<file path="src/assert_macros.svh">
// ----------------------------------------------------------------------------
// assert_macros.svh
// Shared concurrent assertion macros, clocked on aclk and disabled in reset.
// ----------------------------------------------------------------------------
`ifndef ASSERT_MACROS_SVH
`define ASSERT_MACROS_SVH

// Check that a property holds at every clock edge outside reset.
`define ASSERT_ALWAYS(label, prop, msg) \
    label: assert property (@(posedge aclk) disable iff (!aresetn) (prop)) \
        else $error(msg);

// Check that a trigger implies a property in the same cycle.
`define ASSERT_IMPL(label, trig, prop, msg) \
    label: assert property (@(posedge aclk) disable iff (!aresetn) \
        (trig) |-> (prop)) else $error(msg);

// Check that a trigger implies a property in the next cycle.
`define ASSERT_NEXT(label, trig, prop, msg) \
    label: assert property (@(posedge aclk) disable iff (!aresetn) \
        (trig) |=> (prop)) else $error(msg);

`endif

</file>
<file path="src/sc2a_pkg.sv">
// ----------------------------------------------------------------------------
// sc2a_pkg
// Types, constants and set-1 keymap tables for the scancode decoder.
// ----------------------------------------------------------------------------
`default_nettype none

package sc2a_pkg;

    // Character ring geometry
    localparam int RING_DEPTH = 256;
    localparam int RING_AW    = (RING_DEPTH > 1) ? $clog2(RING_DEPTH) : 1;

    // Output queue geometry
    localparam int OQ_DEPTH = 4;
    localparam int OQ_AW    = $clog2(OQ_DEPTH);
    localparam int OQ_CW    = $clog2(OQ_DEPTH + 1);

    // Scancode constants
    localparam logic [7:0] SC_RELEASE = 8'h80;
    localparam logic [6:0] SC_KEYMASK = 7'h7F;
    localparam logic [6:0] SC_LSHIFT  = 7'h2A;
    localparam logic [6:0] SC_RSHIFT  = 7'h36;
    localparam logic [6:0] SC_CAPS    = 7'h3A;
    localparam int         KEYMAP_LEN = 59;

    // Command codes
    localparam logic CMD_SCANCODE = 1'b0;
    localparam logic CMD_READ     = 1'b1;

    typedef struct packed {
        logic       cmd;
        logic [7:0] scancode;
    } in_item_t;

    typedef struct packed {
        logic       char_valid;
        logic [6:0] char_out;
        logic       not_empty;
        logic       overflow;
    } out_item_t;

    // Flags carried alongside the ring read
    typedef struct packed {
        logic valid;
        logic char_valid;
        logic not_empty;
        logic overflow;
    } st1_t;

    typedef logic [6:0] keymap_t [64];

    // US layout, unshifted; codes past the table read as zero
    localparam keymap_t KEYMAP_LO = '{
        7'h00, 7'h1B, 7'h31, 7'h32, 7'h33, 7'h34, 7'h35, 7'h36,
        7'h37, 7'h38, 7'h39, 7'h30, 7'h2D, 7'h3D, 7'h08, 7'h09,
        7'h71, 7'h77, 7'h65, 7'h72, 7'h74, 7'h79, 7'h75, 7'h69,
        7'h6F, 7'h70, 7'h5B, 7'h5D, 7'h0A, 7'h00, 7'h61, 7'h73,
        7'h64, 7'h66, 7'h67, 7'h68, 7'h6A, 7'h6B, 7'h6C, 7'h3B,
        7'h27, 7'h60, 7'h00, 7'h5C, 7'h7A, 7'h78, 7'h63, 7'h76,
        7'h62, 7'h6E, 7'h6D, 7'h2C, 7'h2E, 7'h2F, 7'h00, 7'h2A,
        7'h00, 7'h20, 7'h00, 7'h00, 7'h00, 7'h00, 7'h00, 7'h00
    };

    // US layout, shifted
    localparam keymap_t KEYMAP_HI = '{
        7'h00, 7'h1B, 7'h21, 7'h40, 7'h23, 7'h24, 7'h25, 7'h5E,
        7'h26, 7'h2A, 7'h28, 7'h29, 7'h5F, 7'h2B, 7'h08, 7'h09,
        7'h51, 7'h57, 7'h45, 7'h52, 7'h54, 7'h59, 7'h55, 7'h49,
        7'h4F, 7'h50, 7'h7B, 7'h7D, 7'h0A, 7'h00, 7'h41, 7'h53,
        7'h44, 7'h46, 7'h47, 7'h48, 7'h4A, 7'h4B, 7'h4C, 7'h3A,
        7'h22, 7'h7E, 7'h00, 7'h7C, 7'h5A, 7'h58, 7'h43, 7'h56,
        7'h42, 7'h4E, 7'h4D, 7'h3C, 7'h3E, 7'h3F, 7'h00, 7'h2A,
        7'h00, 7'h20, 7'h00, 7'h00, 7'h00, 7'h00, 7'h00, 7'h00
    };

    // Advance a ring index with wrap at the ring depth
    function automatic logic [RING_AW-1:0] ring_next(input logic [RING_AW-1:0] idx);
        logic [RING_AW-1:0] res;
        if (idx == RING_AW'(RING_DEPTH - 1)) begin
            res = '0;
        end else begin
            res = idx + 1'b1;
        end
        return res;
    endfunction

endpackage

`default_nettype wire

</file>
<file path="src/scancode_to_ascii_key_fifo.sv">
// ----------------------------------------------------------------------------
// scancode_to_ascii_key_fifo
// Set-1 scancode decoder that queues ASCII characters in a ring buffer.
// ----------------------------------------------------------------------------
// Each transaction is either a raw set-1 scancode byte (cmd = 0) or a request
// to pop one character (cmd = 1), and each returns exactly one result.
// Shift make/break codes set and clear shift, the caps lock make code toggles
// caps, and other make codes below 59 are mapped through the US keymap and
// pushed into a 256-entry ring (255 usable); a push into a full ring is
// dropped and reported by overflow. The block takes one transaction per
// clock cycle while s_ready is high. Each result is registered first by the
// synchronous ring read and then by the four-entry output queue before it
// is offered on m_valid; s_ready stays high while fewer than four results
// are held in the output queue and the read stage together.
`default_nettype none

`include "assert_macros.svh"

module scancode_to_ascii_key_fifo (
    input  wire logic                 aclk,
    input  wire logic                 aresetn,
    input  wire logic                 s_valid,
    output      logic                 s_ready,
    input  wire sc2a_pkg::in_item_t   s_item,
    output      logic                 m_valid,
    input  wire logic                 m_ready,
    output      sc2a_pkg::out_item_t  m_item
);
    import sc2a_pkg::*;

    // Decoder state
    logic               shift_reg, shift_next;
    logic               caps_reg, caps_next;
    logic [RING_AW-1:0] rd_idx_reg, rd_idx_next;
    logic [RING_AW-1:0] wr_idx_reg, wr_idx_next;

    // Ring memory and its registered read port
    logic [6:0]         ring_mem [RING_DEPTH];
    logic [6:0]         ring_rdata_reg;

    // Stage behind the ring read
    st1_t               st1_reg, st1_next;

    // Output queue
    out_item_t          oq_data_reg [OQ_DEPTH];
    logic [OQ_AW-1:0]   oq_wr_ptr_reg;
    logic [OQ_AW-1:0]   oq_rd_ptr_reg;
    logic [OQ_CW-1:0]   oq_cnt_reg, oq_cnt_next;

    logic               s_accept;
    logic               m_accept;
    logic               is_read;
    logic               ring_hit;
    logic               pop;
    logic               is_release;
    logic               is_shift_key;
    logic               in_table;
    logic [6:0]         key_char;
    logic               ring_full;
    logic               want_push;
    logic               push;
    logic [OQ_CW:0]     occupancy;
    out_item_t          oq_in;

    // Accept while the queue plus the read stage leave room
    assign occupancy = {1'b0, oq_cnt_reg} + (OQ_CW + 1)'(st1_reg.valid);
    assign s_ready   = (occupancy < (OQ_CW + 1)'(OQ_DEPTH));
    assign s_accept  = s_valid && s_ready;
    assign m_valid   = (oq_cnt_reg != '0);
    assign m_accept  = m_valid && m_ready;
    assign m_item    = oq_data_reg[oq_rd_ptr_reg];

    // Decode the transaction
    assign is_read      = (s_item.cmd == CMD_READ);
    assign ring_hit     = (rd_idx_reg != wr_idx_reg);
    assign pop          = is_read && ring_hit;
    assign is_release   = ((s_item.scancode & SC_RELEASE) != 8'h00);
    assign is_shift_key = (s_item.scancode[6:0] == SC_LSHIFT) ||
                          (s_item.scancode[6:0] == SC_RSHIFT);
    assign in_table     = (s_item.scancode < 8'(KEYMAP_LEN));
    assign key_char     = (shift_reg ^ caps_reg) ? KEYMAP_HI[s_item.scancode[5:0]]
                                                 : KEYMAP_LO[s_item.scancode[5:0]];
    assign ring_full    = (ring_next(wr_idx_reg) == rd_idx_reg);
    assign want_push    = !is_read && !is_release && !is_shift_key &&
                          (s_item.scancode[6:0] != SC_CAPS) && in_table &&
                          (key_char != 7'h00);
    assign push         = want_push && !ring_full;

    // Next decoder state and flags for the read stage
    always_comb begin
        shift_next  = shift_reg;
        caps_next   = caps_reg;
        rd_idx_next = rd_idx_reg;
        wr_idx_next = wr_idx_reg;
        st1_next    = '0;
        if (s_accept) begin
            if (pop) begin
                rd_idx_next = ring_next(rd_idx_reg);
            end
            if (!is_read && is_shift_key) begin
                shift_next = !is_release;
            end
            if (!is_read && !is_release && (s_item.scancode[6:0] == SC_CAPS)) begin
                caps_next = !caps_reg;
            end
            if (push) begin
                wr_idx_next = ring_next(wr_idx_reg);
            end
            st1_next.valid      = 1'b1;
            st1_next.char_valid = pop;
            st1_next.not_empty  = (rd_idx_next != wr_idx_next);
            st1_next.overflow   = want_push && ring_full;
        end
    end

    // Hold control state
    always_ff @(posedge aclk) begin
        if (!aresetn) begin
            shift_reg  <= 1'b0;
            caps_reg   <= 1'b0;
            rd_idx_reg <= '0;
            wr_idx_reg <= '0;
            st1_reg    <= '0;
        end else begin
            shift_reg  <= shift_next;
            caps_reg   <= caps_next;
            rd_idx_reg <= rd_idx_next;
            wr_idx_reg <= wr_idx_next;
            st1_reg    <= st1_next;
        end
    end

    // Write and read the ring
    always_ff @(posedge aclk) begin
        if (s_accept && push) begin
            ring_mem[wr_idx_reg] <= key_char;
        end
        if (s_accept && pop) begin
            ring_rdata_reg <= ring_mem[rd_idx_reg];
        end
    end

    // Assemble the result from flags and ring data
    always_comb begin
        oq_in            = '0;
        oq_in.char_valid = st1_reg.char_valid;
        oq_in.char_out   = st1_reg.char_valid ? ring_rdata_reg : 7'h00;
        oq_in.not_empty  = st1_reg.not_empty;
        oq_in.overflow   = st1_reg.overflow;
    end

    // Count queued results
    always_comb begin
        oq_cnt_next = oq_cnt_reg;
        case ({st1_reg.valid, m_accept})
            2'b10:   oq_cnt_next = oq_cnt_reg + 1'b1;
            2'b01:   oq_cnt_next = oq_cnt_reg - 1'b1;
            default: oq_cnt_next = oq_cnt_reg;
        endcase
    end

    // Advance the output queue pointers
    always_ff @(posedge aclk) begin
        if (!aresetn) begin
            oq_wr_ptr_reg <= '0;
            oq_rd_ptr_reg <= '0;
            oq_cnt_reg    <= '0;
        end else begin
            if (st1_reg.valid) begin
                oq_wr_ptr_reg <= oq_wr_ptr_reg + 1'b1;
            end
            if (m_accept) begin
                oq_rd_ptr_reg <= oq_rd_ptr_reg + 1'b1;
            end
            oq_cnt_reg <= oq_cnt_next;
        end
    end

    // Store results into the queue
    always_ff @(posedge aclk) begin
        if (st1_reg.valid) begin
            oq_data_reg[oq_wr_ptr_reg] <= oq_in;
        end
    end

    // Checks
    `ASSERT_ALWAYS(a_oq_no_overrun, occupancy <= (OQ_CW + 1)'(OQ_DEPTH),
        "output queue plus read stage exceed capacity")
    `ASSERT_NEXT(a_pop_reaches_stage, s_accept && pop,
        st1_reg.valid && st1_reg.char_valid, "accepted pop lost before read stage")
    `ASSERT_IMPL(a_char_zero_when_empty, m_valid && !m_item.char_valid,
        m_item.char_out == 7'h00, "char_out nonzero without a popped character")
    `ASSERT_IMPL(a_ovf_not_on_read, m_valid && m_item.overflow,
        !m_item.char_valid, "overflow reported on a read result")
    `ASSERT_NEXT(a_push_sets_not_empty, s_accept && push,
        st1_reg.not_empty, "push left the ring reported as empty")

endmodule

`default_nettype wire
</file>
<file path="config.mk">
export PLATFORM = sky130hd
export DESIGN_NAME = scancode_to_ascii_key_fifo
export DESIGN_NICKNAME = d
export VERILOG_FILES = /design/src/sc2a_pkg.sv /design/src/scancode_to_ascii_key_fifo.sv
export VERILOG_INCLUDE_DIRS = /design/src /design/src/src
export SDC_FILE = /design/constraint.sdc
export NUM_CORES = 2
export LEC_CHECK = 0
export BUFFER_PORTS_ARGS = -buffer_cell sky130_fd_sc_hd__buf_2
export CORE_MARGIN = 10
export CORE_UTILIZATION = 40
export DETAILED_ROUTE_END_ITERATION = 10
export GPL_TIMING_DRIVEN = 1
export PLACE_DENSITY = 0.51
export SLEW_MARGIN = 20
export SYNTH_ARGS = -nofsm -noshare
export SYNTH_HDL_FRONTEND = slang
export SYNTH_SLANG_ARGS = --single-unit
export TNS_END_PERCENT = 1
</file>
<file path="constraint.sdc">
create_clock -name aclk -period 29.2 [get_ports aclk]
set_input_delay 1.46 -clock aclk [delete_from_list [all_inputs] [get_ports aclk]]
set_output_delay 1.46 -clock aclk [all_outputs]
set_load 0.05 [all_outputs]
</file>
==> metrics.md <==
| Metric | Value |
|---|---|
| Post-route ant nets | 0 |
| I/O Buffers | 24 |
| F_max | 144 MHz |
| EDFF count, synth | 1,839 |
| Hold_buf cts | 0 |
| Clk_skew | 38.1 ps |
| Final std cells w/o fill | 6,164 |
| Synth unique cells | 74 |
| Hold Vio Cnt, Final | 0 |
| Cell area after synthesis | 74,800 sq um |
| Grt ovf | 0 |
| Internal power | 4.65 mW |
| Drt pass-1 iters | 6 |
| Critical Path RT | 29,640 ps |
| GP Congestion | 0.853 |
| CTS tree | yes |
| I/O Pins | 25 |
| CP max stage delay | 920 ps |
| Critical Path End Type | flop |
| PD cells | 72.2 nW/um^2 |
| Peak VDD IR | 66.1 uV |
| CP max-delay cell | nor3_1 |
| Total track usage | 19.0% |
| Tmin final | 6950 ps |
| CP delay by family, top | simple AND/OR/NAND/NOR gates |
| Htree depth | 4 |
| Mean number of vias per cell | 5.82 |
| Critical Path, Cell by Cell | buf_2 > clkinv_1 > ha_1 > mux2_2 > a221oi_1 > a211oi_1 > nor3_2 > buf_12 > nor4_2 > a211o_1 > or3_2 > buf_4 > nor3_1 |
| Tot Pwr | 6.05 mW |
| Hold Path Class | flop to flop |
| Lkg Pwr | 24.6 nW |
| Syn Inst Count | 3,465 |
| Number of synthesized register bits | 1,870 |
| Core area | 186,000 sq um |
| Initial core utilization | 40.3% |
| Layout cells sized above 1 | 26.9% |
| Largest net degree at the start of global routing | 152 |
| Clk pin slew, worst setup/hold paths | 60 ps |
| Finished Core Util | 45.1% |
| DIE AREA | 205,000 sq um |
| Synthesized area per cell | 21.6 sq um |
| Worst-Margin Slew | 1210 ps |
| Register area share after synthesis | 74.6% |
| CTS sink count | 1,870 |
| Post-route DRC | 0 |
| Maxcap violations | 0 |
| Vias in the first global route | 36.8k |
| Setup CP Type | primary input to flop |
| Bufs and invs on worst path | 4 |
| CP Launch Type | primary input |
| Hpwl dp | 119,000 um |
| Clock share of power | 40.5% |
| Dpl cells | 5,806 |
| Die span in x | 452 um |
| Final Setup Violations | 0 |
| Ys flop type | edfxtp_1 |
| Critical path peak fanout | 137 |
| Logic gate share of total power | 9.4% |
| Switching power total | 1.40 mW |
| Synthesized Nets | 3,503 |
| WP data arrival | 7380 ps |
| Initial antenna violation count | 9 |
| Routed len/inst | 31.7 um |
| Yosys warns | 0 |
| Post-route clock period utilization | 23.8% |
| Layout Nets | 3,559 |
| Routed via count | 35.9k |
| Row Count | 158 |
| First-pass GRT wire length | 282,000 um |
| Reg power frac | 50.1% |
| Die Y-Extent | 452 um |
| Worst-skew pair later-pin latency | 830 ps |
| Post-CTS setup buffer count | 0 |
| WHS | 487 ps |
| Max reg flops | 1,792 |
| Async S/R FF share, synth | 0% |
| Slew Limit Headroom | 19.1% |
| Synthesis-to-finish area growth | 12.0% |
| Clock root buffer | clkbuf_16 |
| Initial DRC count | 3,819 |
| Post-CTS Resized | 0 |
| Status | finished clean |
| Unrepaired setup endpoints after global routing | no |
| WL final | 196,000 um |
| Setup TNS | 0 ps |
| CTS Buffer Depth | 3 |
| Total CTS buffers | 192 |
| Sw Ratio | 23.2% |
| Fin. max-slew vios | 0 |
-- synth_stat cells (8+ instances only) --
library cell / number / area (sq um)
or3_1: 12 / 75.1
a211oi_1: 15 / 113
buf_2: 75 / 375
xor2_1: 13 / 114
nor3_1: 17 / 85.1
buf_6: 16 / 180
buf_1: 29 / 109
nor2_1: 303 / 1140
nand2b_1: 9 / 56.3
xnor2_1: 19 / 166
nand2_1: 98 / 368
edfxtp_1: 1839 / 55200
nand3_1: 19 / 95.1
clkbuf_1: 69 / 259
ha_1: 24 / 300
dfxtp_1: 31 / 621
mux4_2: 605 / 13600
inv_1: 21 / 78.8
buf_4: 26 / 195
o211ai_1: 8 / 60.1
nor2b_1: 14 / 87.6
mux2i_1: 18 / 180
o21ai_0: 18 / 90.1
a31oi_1: 8 / 50.1
and2_1: 27 / 169
nand4_1: 12 / 75.1
a21oi_1: 21 / 105
and3_1: 10 / 62.6
-- power by group through the flow --
stage | sequential [mW] | combinational (mW) | clock, mW
3_3_place_gp | 3.09 | 0.579 | 0
5_1_grt | 3.03 | 0.607 | 2.61
2_1_floorplan | 3.11 | 0.388 | 0
6_report | 3.03 | 0.568 | 2.45
4_1_cts | 3.03 | 0.584 | 2.49
3_5_place_dp | 3.09 | 0.584 | 0
-- per-layer routing --
| layer | vias to the layer above | GRT usage, % | routed length (um) |
|---|---|---|---|
| met5 | - | 0 | 7 |
| met4 | 2 | 6.43 | 6620 |
| met3 | 335 | 3.75 | 14000 |
| met2 | 1674 | 30.4 | 94800 |
| met1 | 19274 | 26.0 | 80100 |
| li1 | 14594 | - | - |
-- through the flow --
stage / setup WS (ps) / area (sq um)
CTS: 22270 / 83700
detailed placement: 21400 / 77400
global placement: 21450 / 77400
floorplan: 14390 / 74800
finish: 22250 / 83800
global route: 21830 / 83800
-- path summary, 6_finish.rpt --
check | from | endpoint | slack (ps) | cells after the start
hold reg to reg | oq_in[1] | oq_data_reg[0][1] | 490 | 0
setup / recovery | s_item[2] | ring_mem[175][5] | 22250 | 13
setup reg to reg | wr_idx_reg[0] | ring_mem[175][5] | 23530 | 10
hold / removal | oq_in[1] | oq_data_reg[0][1] | 490 | 0
-- layout by cell type (no fill, tap or decap), types with 5 or more instances in the layout --
master / count
clkbuf_1: 34
and2_1: 26
edfxtp_1: 1839
a211oi_1: 15
and4_1: 5
nor3_1: 16
nand2b_1: 9
mux4_2: 605
inv_6: 5
nor2_1: 300
buf_2: 24
nand4_1: 12
buf_4: 46
nand3_1: 19
mux2i_1: 18
xor2_1: 13
clkinv_2: 33
clkinvlp_4: 10
nand2_1: 98
a21oi_1: 21
xnor2_1: 19
dfxtp_1: 26
or3_1: 7
mux2_2: 5
a31oi_1: 8
bufinv_16: 19
o21ai_0: 18
o211ai_1: 8
inv_1: 21
nor2b_1: 14
and3_1: 10
clkbuf_16: 199
buf_12: 6
ha_1: 24
clkinv_1: 46
-- kinds of logic (layout without fill, tap and decap cells) --
family / count (synthesis) / count (layout) / share of synthesized area (%)
adders and majority gates: 25 / 25 / 0.428
xor gates and xnor gates: 32 / 32 / 0.375
and+or+nand+nor: 551 / 551 / 3.27
AOI/OAI and AO/OA: 120 / 120 / 1.14
buffers and inverters: 239 / 455 / 1.62
other: 0 / 3 / 0
DFF: 1870 / 1870 / 74.6
muxes: 628 / 628 / 18.5
-- layout make-up --
cell class / instances / area (sq um)
fillers: 15290 / 102000
well taps: 2480 / 3100
diodes: 3 / 7.51
clock buffers: 233 / 5110
inverters: 24 / 97.6
flip-flops and latches: 1870 / 55900
multi-input cells: 1356 / 17800
repair buffers: 77 / 613
clock inverters: 121 / 1170
No activity file was read; power rests on OpenSTA's default activity.
